==> src/rtl/core/smf_pkg.sv <==
// ----------------------------------------------------------------------------
// smf_pkg
// shared types and constants of the sliding median filter
// ----------------------------------------------------------------------------
package smf_pkg;

  localparam int SAMPLE_WIDTH = 16;
  localparam int MAX_WINDOW   = 15;
  localparam int WINDOW_LIMIT = 15;
  localparam int WIN_W        = 4;
  localparam int RESET_WINDOW = 3;
  localparam int FILL_W       = $clog2(MAX_WINDOW + 1);
  localparam int RANK_W       = $clog2(MAX_WINDOW);
  localparam int Q_DEPTH      = 4;
  localparam int Q_PTR_W      = $clog2(Q_DEPTH);
  localparam int Q_CNT_W      = $clog2(Q_DEPTH + 1);

  typedef logic [SAMPLE_WIDTH-1:0] sample_t;
  typedef logic [WIN_W-1:0]        win_t;

  // one queued median plus the number of edge repeats behind it
  typedef struct packed {
    sample_t median;
    logic    last;
    win_t    rpt;
  } q_entry_t;

  typedef struct packed {
    logic     valid;
    q_entry_t entry;
  } q_push_t;

  typedef struct packed {
    logic [Q_CNT_W-1:0] count;
    logic               empty;
  } q_stat_t;

  // odd and within the supported range
  function automatic logic window_ok(win_t w);
    return w[0] && (int'(w) <= WINDOW_LIMIT) && (int'(w) <= MAX_WINDOW);
  endfunction

endpackage

==> src/rtl/core/smf_in_if.sv <==
// ----------------------------------------------------------------------------
// smf_in_if
// sample input channel
// ----------------------------------------------------------------------------
interface smf_in_if;
  logic                                    valid;
  logic                                    ready;
  logic [smf_pkg::SAMPLE_WIDTH-1:0]        sample_in;
  logic                                    last_sample;

  modport source (output valid, output sample_in, output last_sample, input ready);
  modport sink   (input valid, input sample_in, input last_sample, output ready);
endinterface

==> src/rtl/core/smf_out_if.sv <==
// ----------------------------------------------------------------------------
// smf_out_if
// median result channel
// ----------------------------------------------------------------------------
interface smf_out_if;
  logic                                    valid;
  logic                                    ready;
  logic [smf_pkg::SAMPLE_WIDTH-1:0]        median_out;
  logic                                    last_result;

  modport source (output valid, output median_out, output last_result, input ready);
  modport sink   (input valid, input median_out, input last_result, output ready);
endinterface

==> src/rtl/core/smf_cfg_if.sv <==
// ----------------------------------------------------------------------------
// smf_cfg_if
// window size write channel
// ----------------------------------------------------------------------------
interface smf_cfg_if;
  logic                         valid;
  logic                         ready;
  logic [smf_pkg::WIN_W-1:0]    window_size;

  modport source (output valid, output window_size, input ready);
  modport sink   (input valid, input window_size, output ready);
endinterface

==> src/rtl/core/smf_front.sv <==
// ----------------------------------------------------------------------------
// smf_front
// sample window, fill tracking and rank-compare median
// ----------------------------------------------------------------------------
module smf_front (
  input  logic                 clk,
  input  logic                 rst_n,
  smf_in_if.sink               in_ch,
  input  smf_pkg::win_t        window_size,
  input  smf_pkg::q_stat_t     q_stat,
  output smf_pkg::q_push_t     q_push
);

  smf_pkg::sample_t                 window_r [smf_pkg::MAX_WINDOW];
  logic [smf_pkg::FILL_W-1:0]       fill_r, fill_nxt, fill_inc;
  logic                             job_r, job_nxt;
  smf_pkg::win_t                    job_w_r;
  logic                             job_last_r;
  logic                             accept;
  logic                             emit;

  logic [smf_pkg::MAX_WINDOW-1:0]   lt_m [smf_pkg::MAX_WINDOW];
  logic [smf_pkg::RANK_W-1:0]       rank_c [smf_pkg::MAX_WINDOW];
  logic [smf_pkg::MAX_WINDOW-1:0]   sel_c;
  smf_pkg::sample_t                 med_c;
  logic [smf_pkg::RANK_W-1:0]       mid_rank;

  // reserve a queue slot for the job still in the median stage
  assign in_ch.ready = (int'(q_stat.count) + int'(job_r)) < smf_pkg::Q_DEPTH;
  assign accept      = in_ch.valid && in_ch.ready;

  assign fill_inc = (int'(fill_r) < smf_pkg::MAX_WINDOW) ? fill_r + 1'b1 : fill_r;
  assign emit     = smf_pkg::window_ok(window_size) &&
                    (int'(fill_inc) >= int'(window_size));

  always_comb begin
    fill_nxt = fill_r;
    job_nxt  = 1'b0;
    if (accept) begin
      fill_nxt = in_ch.last_sample ? '0 : fill_inc;
      job_nxt  = emit;
    end
  end

  always_ff @(posedge clk) begin
    if (!rst_n) begin
      fill_r <= '0;
      job_r  <= 1'b0;
    end else begin
      fill_r <= fill_nxt;
      job_r  <= job_nxt;
    end
  end

  always_ff @(posedge clk) begin
    if (accept) begin
      for (int i = smf_pkg::MAX_WINDOW - 1; i > 0; i--) begin
        window_r[i] <= window_r[i-1];
      end
      window_r[0] <= in_ch.sample_in;
      job_w_r     <= window_size;
      job_last_r  <= in_ch.last_sample;
    end
  end

  // rank of each entry among the newest job_w_r, ties broken by position
  assign mid_rank = smf_pkg::RANK_W'(job_w_r >> 1);

  always_comb begin
    med_c = '0;
    for (int i = 0; i < smf_pkg::MAX_WINDOW; i++) begin
      for (int j = 0; j < smf_pkg::MAX_WINDOW; j++) begin
        lt_m[i][j] = (j < int'(job_w_r)) &&
                     ((window_r[j] < window_r[i]) ||
                      ((window_r[j] == window_r[i]) && (j < i)));
      end
      rank_c[i] = smf_pkg::RANK_W'($countones(lt_m[i]));
      sel_c[i]  = (i < int'(job_w_r)) && (rank_c[i] == mid_rank);
      med_c     = med_c | ({smf_pkg::SAMPLE_WIDTH{sel_c[i]}} & window_r[i]);
    end
  end

  always_comb begin
    q_push.valid        = job_r;
    q_push.entry.median = med_c;
    q_push.entry.last   = job_last_r;
    q_push.entry.rpt    = job_last_r ? job_w_r - 1'b1 : '0;
  end

endmodule

==> src/rtl/core/smf_queue.sv <==
// ----------------------------------------------------------------------------
// smf_queue
// small fifo of median jobs between front and back
// ----------------------------------------------------------------------------
module smf_queue (
  input  logic                 clk,
  input  logic                 rst_n,
  input  smf_pkg::q_push_t     q_push,
  input  logic                 q_pop,
  output smf_pkg::q_entry_t    q_head,
  output smf_pkg::q_stat_t     q_stat
);

  smf_pkg::q_entry_t               mem [smf_pkg::Q_DEPTH];
  logic [smf_pkg::Q_PTR_W-1:0]     wr_ptr_r, wr_ptr_nxt;
  logic [smf_pkg::Q_PTR_W-1:0]     rd_ptr_r, rd_ptr_nxt;
  logic [smf_pkg::Q_CNT_W-1:0]     count_r, count_nxt;

  always_comb begin
    wr_ptr_nxt = q_push.valid ? wr_ptr_r + 1'b1 : wr_ptr_r;
    rd_ptr_nxt = q_pop ? rd_ptr_r + 1'b1 : rd_ptr_r;
    count_nxt  = count_r + smf_pkg::Q_CNT_W'(q_push.valid) - smf_pkg::Q_CNT_W'(q_pop);
  end

  always_ff @(posedge clk) begin
    if (!rst_n) begin
      wr_ptr_r <= '0;
      rd_ptr_r <= '0;
      count_r  <= '0;
    end else begin
      wr_ptr_r <= wr_ptr_nxt;
      rd_ptr_r <= rd_ptr_nxt;
      count_r  <= count_nxt;
    end
  end

  always_ff @(posedge clk) begin
    if (q_push.valid) begin
      mem[wr_ptr_r] <= q_push.entry;
    end
  end

  assign q_head       = mem[rd_ptr_r];
  assign q_stat.count = count_r;
  assign q_stat.empty = (count_r == '0);

endmodule

==> src/rtl/core/smf_back.sv <==
// ----------------------------------------------------------------------------
// smf_back
// result emitter with edge repeats
// ----------------------------------------------------------------------------
module smf_back (
  input  logic                 clk,
  input  logic                 rst_n,
  input  smf_pkg::q_entry_t    q_head,
  input  smf_pkg::q_stat_t     q_stat,
  output logic                 q_pop,
  smf_out_if.source            out_ch
);

  logic                valid_r, valid_nxt;
  logic                last_r, last_nxt;
  smf_pkg::sample_t    median_r, median_nxt;
  smf_pkg::win_t       rem_r, rem_nxt;
  logic                advance;

  assign advance = !valid_r || out_ch.ready;

  always_comb begin
    valid_nxt  = valid_r;
    last_nxt   = last_r;
    median_nxt = median_r;
    rem_nxt    = rem_r;
    q_pop      = 1'b0;
    if (advance) begin
      if (rem_r != '0) begin
        // repeats only follow a last sample
        valid_nxt = 1'b1;
        last_nxt  = (rem_r == smf_pkg::WIN_W'(1));
        rem_nxt   = rem_r - 1'b1;
      end else if (!q_stat.empty) begin
        q_pop      = 1'b1;
        valid_nxt  = 1'b1;
        median_nxt = q_head.median;
        last_nxt   = q_head.last && (q_head.rpt == '0);
        rem_nxt    = q_head.rpt;
      end else begin
        valid_nxt = 1'b0;
      end
    end
  end

  always_ff @(posedge clk) begin
    if (!rst_n) begin
      valid_r <= 1'b0;
      rem_r   <= '0;
    end else begin
      valid_r <= valid_nxt;
      rem_r   <= rem_nxt;
    end
  end

  always_ff @(posedge clk) begin
    last_r   <= last_nxt;
    median_r <= median_nxt;
  end

  assign out_ch.valid       = valid_r;
  assign out_ch.median_out  = median_r;
  assign out_ch.last_result = last_r;

endmodule

==> src/rtl/core/sliding_median_filter_core.sv <==
// ----------------------------------------------------------------------------
// sliding_median_filter_core
// streaming median filter over a sliding window of samples
// ----------------------------------------------------------------------------
// in_ch takes one sample per transaction, last_sample marks a sequence end.
// out_ch gives one median per transaction, last_result marks the final one.
// cfg_ch writes window_size (odd, 1 to 15); write it only while idle.
// once the window holds window_size samples of the sequence, each sample
// yields one median; the last sample adds window_size-1 repeats of it.
// short sequences and even window sizes give no results.
// a median is ranked over the window registers, queued, then registered for
// out_ch. throughput: one sample per cycle while the job queue has room, set
// by the combinational rank-compare; a last sample occupies the output for
// window_size results while the 4-entry job queue keeps taking samples.
// receiver stall: the output register holds, the queue fills, then in_ch
// ready drops. reset: window size 3, fill count and queue cleared, no
// output pending. cfg_ch is always ready.
// ----------------------------------------------------------------------------
module sliding_median_filter_core (
  input  logic       clk,
  input  logic       rst_n,
  smf_in_if.sink     in_ch,
  smf_out_if.source  out_ch,
  smf_cfg_if.sink    cfg_ch
);

  // configuration register
  smf_pkg::win_t       window_size_r, window_size_nxt;

  // front to queue to back
  smf_pkg::q_push_t    q_push;
  smf_pkg::q_entry_t   q_head;
  smf_pkg::q_stat_t    q_stat;
  logic                q_pop;

  assign cfg_ch.ready = 1'b1;

  // window size write transaction
  assign window_size_nxt = cfg_ch.valid ? cfg_ch.window_size : window_size_r;

  always_ff @(posedge clk) begin
    if (!rst_n) begin
      window_size_r <= smf_pkg::win_t'(smf_pkg::RESET_WINDOW);
    end else begin
      window_size_r <= window_size_nxt;
    end
  end

  // front: shifts the window, decides whether a median is due, ranks it
  smf_front u_front (
    .clk         (clk),
    .rst_n       (rst_n),
    .in_ch       (in_ch),
    .window_size (window_size_r),
    .q_stat      (q_stat),
    .q_push      (q_push)
  );

  // job queue decouples sample intake from result delivery
  smf_queue u_queue (
    .clk    (clk),
    .rst_n  (rst_n),
    .q_push (q_push),
    .q_pop  (q_pop),
    .q_head (q_head),
    .q_stat (q_stat)
  );

  // back: emits the median and the edge repeats
  smf_back u_back (
    .clk    (clk),
    .rst_n  (rst_n),
    .q_head (q_head),
    .q_stat (q_stat),
    .q_pop  (q_pop),
    .out_ch (out_ch)
  );

`ifndef ASSERT_OFF
  // the slot reservation in the front must keep the queue from overflowing
  a_no_overflow: assert property (@(posedge clk) disable iff (!rst_n)
    (q_push.valid && !q_pop) |-> (int'(q_stat.count) < smf_pkg::Q_DEPTH))
    else $error("job queue overflow");

  a_no_underflow: assert property (@(posedge clk) disable iff (!rst_n)
    q_pop |-> !q_stat.empty)
    else $error("job queue underflow");

  // a result register never survives reset
  a_reset_quiet: assert property (@(posedge clk)
    !rst_n |=> !out_ch.valid)
    else $error("result valid right after reset");
`endif

endmodule

==> src/flat_wrapper.sv <==
// flat-port wrapper written by rule: the top's interface ports become plain ports
module sliding_median_filter_core_flat 
  (clk, rst_n, in_ch_valid, in_ch_sample_in, in_ch_last_sample, in_ch_ready, out_ch_valid, out_ch_median_out, out_ch_last_result, out_ch_ready, cfg_ch_valid, cfg_ch_window_size, cfg_ch_ready);
  smf_in_if in_ch_i ();
  smf_out_if out_ch_i ();
  smf_cfg_if cfg_ch_i ();
  input  logic clk;
  input  logic rst_n;
  input wire logic [$bits(in_ch_i.valid)-1:0] in_ch_valid;
  input wire logic [$bits(in_ch_i.sample_in)-1:0] in_ch_sample_in;
  input wire logic [$bits(in_ch_i.last_sample)-1:0] in_ch_last_sample;
  output wire logic [$bits(in_ch_i.ready)-1:0] in_ch_ready;
  output wire logic [$bits(out_ch_i.valid)-1:0] out_ch_valid;
  output wire logic [$bits(out_ch_i.median_out)-1:0] out_ch_median_out;
  output wire logic [$bits(out_ch_i.last_result)-1:0] out_ch_last_result;
  input wire logic [$bits(out_ch_i.ready)-1:0] out_ch_ready;
  input wire logic [$bits(cfg_ch_i.valid)-1:0] cfg_ch_valid;
  input wire logic [$bits(cfg_ch_i.window_size)-1:0] cfg_ch_window_size;
  output wire logic [$bits(cfg_ch_i.ready)-1:0] cfg_ch_ready;
  assign in_ch_i.valid = in_ch_valid;
  assign in_ch_i.sample_in = in_ch_sample_in;
  assign in_ch_i.last_sample = in_ch_last_sample;
  assign in_ch_ready = in_ch_i.ready;
  assign out_ch_valid = out_ch_i.valid;
  assign out_ch_median_out = out_ch_i.median_out;
  assign out_ch_last_result = out_ch_i.last_result;
  assign out_ch_i.ready = out_ch_ready;
  assign cfg_ch_i.valid = cfg_ch_valid;
  assign cfg_ch_i.window_size = cfg_ch_window_size;
  assign cfg_ch_ready = cfg_ch_i.ready;
  sliding_median_filter_core u_core (.clk(clk), .rst_n(rst_n), .in_ch(in_ch_i), .out_ch(out_ch_i), .cfg_ch(cfg_ch_i));
endmodule
==> config.mk <==
export PLATFORM = sky130hd
export DESIGN_NAME = sliding_median_filter_core_flat
export DESIGN_NICKNAME = d
export VERILOG_FILES = /design/src/rtl/core/smf_pkg.sv /design/src/rtl/core/smf_in_if.sv /design/src/rtl/core/smf_out_if.sv /design/src/rtl/core/smf_cfg_if.sv /design/src/rtl/core/smf_front.sv /design/src/rtl/core/smf_queue.sv /design/src/rtl/core/smf_back.sv /design/src/rtl/core/sliding_median_filter_core.sv /design/src/flat_wrapper.sv
export SDC_FILE = /design/constraint.sdc
export NUM_CORES = 2
export LEC_CHECK = 0
export ABC_AREA = 0
export BUFFER_PORTS_ARGS = -buffer_cell sky130_fd_sc_hd__buf_2
export CELL_PAD_IN_SITES_DETAIL_PLACEMENT = 0
export CELL_PAD_IN_SITES_GLOBAL_PLACEMENT = 1
export CORE_ASPECT_RATIO = 0.6
export CORE_MARGIN = 2
export CORE_UTILIZATION = 35
export CTS_CLUSTER_DIAMETER = 40
export DETAILED_ROUTE_END_ITERATION = 10
export PLACE_DENSITY_LB_ADDON = 0.1
export SLEW_MARGIN = 10
export SYNTH_ARGS = -nofsm -noshare
export SYNTH_HDL_FRONTEND = slang
export SYNTH_SLANG_ARGS = --single-unit
==> constraint.sdc <==
create_clock -name clk -period 8.3 [get_ports clk]
set_input_delay 1.66 -clock clk [delete_from_list [all_inputs] [get_ports clk]]
set_output_delay 1.66 -clock clk [all_outputs]
set_load 0.05 [all_outputs]
==> results.sh <==
export IMPL_syn_inst=5781
export IMPL_multiInputGateArea_sq_mm=0.0440
export IMPL_hold_class="reg -> reg"
export IMPL_die_area_sq_mm=0.166
export IMPL_cts_sinks=369
export IMPL_routabilityCongestion=1.10
export IMPL_clockBufferDepth=3
export IMPL_slew_viol_final=0
export IMPL_r2r_end="u_core.u_queue.mem[3][8]"
export IMPL_avgSynthCellArea_sq_um=9.82
export IMPL_hp_start="u_core.window_size_r[1]"
export IMPL_layoutNonFillerInstCount=8577
export IMPL_dp_hpwl_um=291000
export IMPL_finalHoldViolations=0
export IMPL_port_buffers=44
export IMPL_slew_headroom_pct=7.96
export IMPL_synth_top_cell_by_area="ha_1"
export IMPL_period_share_pct=101
export IMPL_ff2ff_path_depth=23
export IMPL_seq_area_sq_mm=0.0109
export IMPL_drc=6
export IMPL_numCtsBuffers=74
export IMPL_crit_family="adder cells"
export IMPL_path_buf_inv=5
export IMPL_die_x_um=524
export IMPL_power_density_mw_per_mm2=374
export IMPL_irDropWorstVdd_uv=213
export IMPL_antenna_left=0
export IMPL_insertion_delay_ns=0.70
export IMPL_synth_xor_area_share_pct=0.586
export IMPL_leakagePower_nw=32.2
export IMPL_synth_warnings=0
export IMPL_synth_simple_area_share_pct=13.4
export IMPL_grt_overflow=0
export IMPL_fin_crit_ns=8.35
export IMPL_finalSetupViolCount=4
export IMPL_skew_ns=0.0333
export IMPL_place_inst=8431
export IMPL_max_freq_ghz=0.120
export IMPL_grt_pass1_vias=48400
export IMPL_worst_ep_arrival_time_ns=8.69
export IMPL_seq_area_frac_synth_pct=19.1
export IMPL_violations="DRC, setup timing"
export IMPL_vias=54600
export IMPL_die_y_um=316
export IMPL_cts_tree="yes"
export IMPL_synthesis_nets=7707
export IMPL_slowest_stage="o31ai_1"
export IMPL_synthTopCellsByArea="ha_1 (39%), edfxtp_1 (18%), a21o_1 (5.6%)"
export IMPL_hold_path_end="u_core.u_front.job_w_r[1]"
export IMPL_critical_path_class="reg -> reg"
export IMPL_post_synth_top_count_cell="ha_1"
export IMPL_synth_cell_area_sq_mm=0.0568
export IMPL_setup_ws_ns=-0.0475
export IMPL_drive_gt1_share_pct=12.3
export IMPL_min_path_cells=0
export IMPL_critPathRequiredTime_ns=8.64
export IMPL_fin_tns_setup_ns=-0.189
export IMPL_hold_buffers=0
export IMPL_path_common_cell="fa_1"
export IMPL_p_total_mw=24.8
export IMPL_place_ws_ns=0.142
export IMPL_final_nets=8289
export IMPL_core_area_sq_mm=0.161
export IMPL_io_pins=46
export IMPL_synth_seq_cells=369
export IMPL_antenna_found_initial=24
export IMPL_crit_chain="inv_1 > ha_1 > nand4_1 > a21oi_1 > o31ai_1 > a21oi_1 > nor2_1 > fa_1 > fa_1 > fa_1 > inv_1 > fa_1 > inv_1 > ha_1 > inv_1 > fa_1 > xor2_1 > a2bb2oi_1 > a2111oi_4 > buf_4 > a222oi_1 > and4_1 > nand4_1"
export IMPL_synth_adder_area_share_pct=43.7
export IMPL_grt_usage_pct=42.2
export IMPL_worstMarginPinSlew_ns=1.37
export IMPL_wl_um=357000
export IMPL_synth_compound_area_share_pct=18.7
export IMPL_synthMuxAreaShare_pct=0.956
export IMPL_synth_top_family_by_area="adder cells"
export IMPL_first_pass_iters=11
export IMPL_num_rows=114
export IMPL_grt_max_degree=114
export IMPL_synth_edf_count=346
export IMPL_start_kind="flip-flop"
export IMPL_synth_flop_cell="edfxtp_1"
export IMPL_num_fill_cells=15700
export IMPL_ys_types=88
export IMPL_timing_reg2reg_setup_slack_ns=-0.05
export IMPL_status="finished with violations"
export IMPL_vias_per_cell=6.37
export IMPL_path_clk_slew_ns=0.06
export IMPL_synth_top_area_share_pct=38.9
export IMPL_grt_pass1_wl_um=461000
export IMPL_drv_cap=0
export IMPL_final_core_util_pct=41.2
export IMPL_crit_fanout=12
export IMPL_end_kind="flip-flop"
export IMPL_start_util_pct=35.3
export IMPL_synthTopCellsByCount="ha_1 (1765), a21oi_1 (514), inv_1 (455)"
export IMPL_rsz0062_at_grt="no"
export IMPL_area_delta_synth_final_pct=16.8
export IMPL_wire_per_inst_um=41.6
export IMPL_max_stage_delay_ns=0.74
export IMPL_reg2reg_from="u_core.u_front.window_r[0][71]"
export IMPL_cp_num_cells=23
export IMPL_async_flop_share_pct=0
export IMPL_cts_root_buf="clkbuf_16"
export IMPL_drtIter0Drc=8556
export IMPL_htreeDepth=3
state kept, by name, indices dropped and copies added, names as in the netlist, named ones only:
name	count
u_core.u_front.job_w_r	4
u_core.u_queue.mem	84
u_core.u_front.job_r	1
u_core.u_queue.rd_ptr_r	2
u_core.u_back.out_ch.last_result	1
u_core.u_back.out_ch.median_out	16
u_core.u_back.out_ch.valid	1
u_core.u_front.window_r	240
u_core.u_queue.count_r	3
u_core.u_front.job_last_r	1
u_core.u_queue.wr_ptr_r	2
u_core.window_size_r	4
u_core.u_front.fill_r	4
u_core.u_back.rem_r	4
how the worst max path moves through the flow:
stage                                              start                         to  slack, ns
after global placement    u_core.u_front.window_r[0][52]  u_core.u_queue.mem[1][17]       0.09
final                     u_core.u_front.window_r[0][71]   u_core.u_queue.mem[3][8]      -0.05
after global routing      u_core.u_front.window_r[0][81]  u_core.u_queue.mem[2][17]       0.09
after floorplan                u_core.u_queue.count_r[1]  u_core.u_front.job_last_r       0.97
after CTS                 u_core.u_front.window_r[0][52]  u_core.u_queue.mem[0][11]       0.11
after detailed placement  u_core.u_front.window_r[0][52]  u_core.u_queue.mem[2][11]       0.14
repair_timing:
action,CTS,global route
resized for setup,0,5
endpoints found under the hold margin,0,0
endpoints found under the setup margin,0,64
buffers inserted,0,2
cell usage in the layout, fill, tap and decap left out, types with 42 or more instances in the layout:
| cell | instances |
|---|---|
| o211ai_1 | 50 |
| buf_4 | 490 |
| nand2b_1 | 46 |
| a22oi_1 | 63 |
| nor3_1 | 57 |
| a21oi_1 | 512 |
| nand3_1 | 50 |
| clkbuf_16 | 78 |
| buf_2 | 44 |
| a21o_1 | 420 |
| nor2b_1 | 202 |
| nand2_1 | 161 |
| o21a_1 | 87 |
| inv_1 | 454 |
| nor2_1 | 212 |
| edfxtp_1 | 346 |
| fa_1 | 135 |
| or2_2 | 50 |
| nand4_1 | 382 |
| o21ai_0 | 151 |
| ha_1 | 1765 |
| o31ai_1 | 42 |
per-stage QoR:
stage	instance area, sq um	hold WS [ns]
2_1_floorplan	56800	0.408
3_3_place_gp	63500	0.427
3_5_place_dp	63500	0.423
4_1_cts	66300	0.443
5_1_grt	66300	0.479
6_report	66300	0.441
where the power goes:
part | switching (mW) | internal (mW)
clock | 1.24 | 2.17
sequential | 0.520 | 3.06
combinational | 11.3 | 6.48
total | 13.1 | 11.7
area by class of cell:
cell class	count	share of cell area, %
Antenna cell	6	0.0226
Clock buffer	84	2.98
Clock inverter	54	1.12
Inverter	456	2.59
Multi-Input combinational cell	4905	66.3
Sequential cell	369	16.4
Tap cell	2146	4.05
Timing Repair Buffer	557	6.57
cell families (layout without fill, tap and decap cells):
logic type	Yosys count	count (layout)
buffers and inverters	507	1151
flip-flops	369	369
AO/OA/AOI/OAI	1579	1579
XOR/XNOR	38	38
AND/OR/NAND/NOR	1359	1359
multiplexers	28	28
other	1	7
adder cells (fa/ha/maj)	1900	1900
routing by layer:
layer | global-route usage, % | vias up | routed length, um
met4 | 11.4 | 22 | 12100
li1 | - | 23700 | -
met2 | 47.1 | 3659 | 114000
met1 | 60.2 | 26700 | 160000
met3 | 30.5 | 490 | 70100
met5 | 2.53 | - | 816
Note: power is estimated with default switching activity, not from simulation.
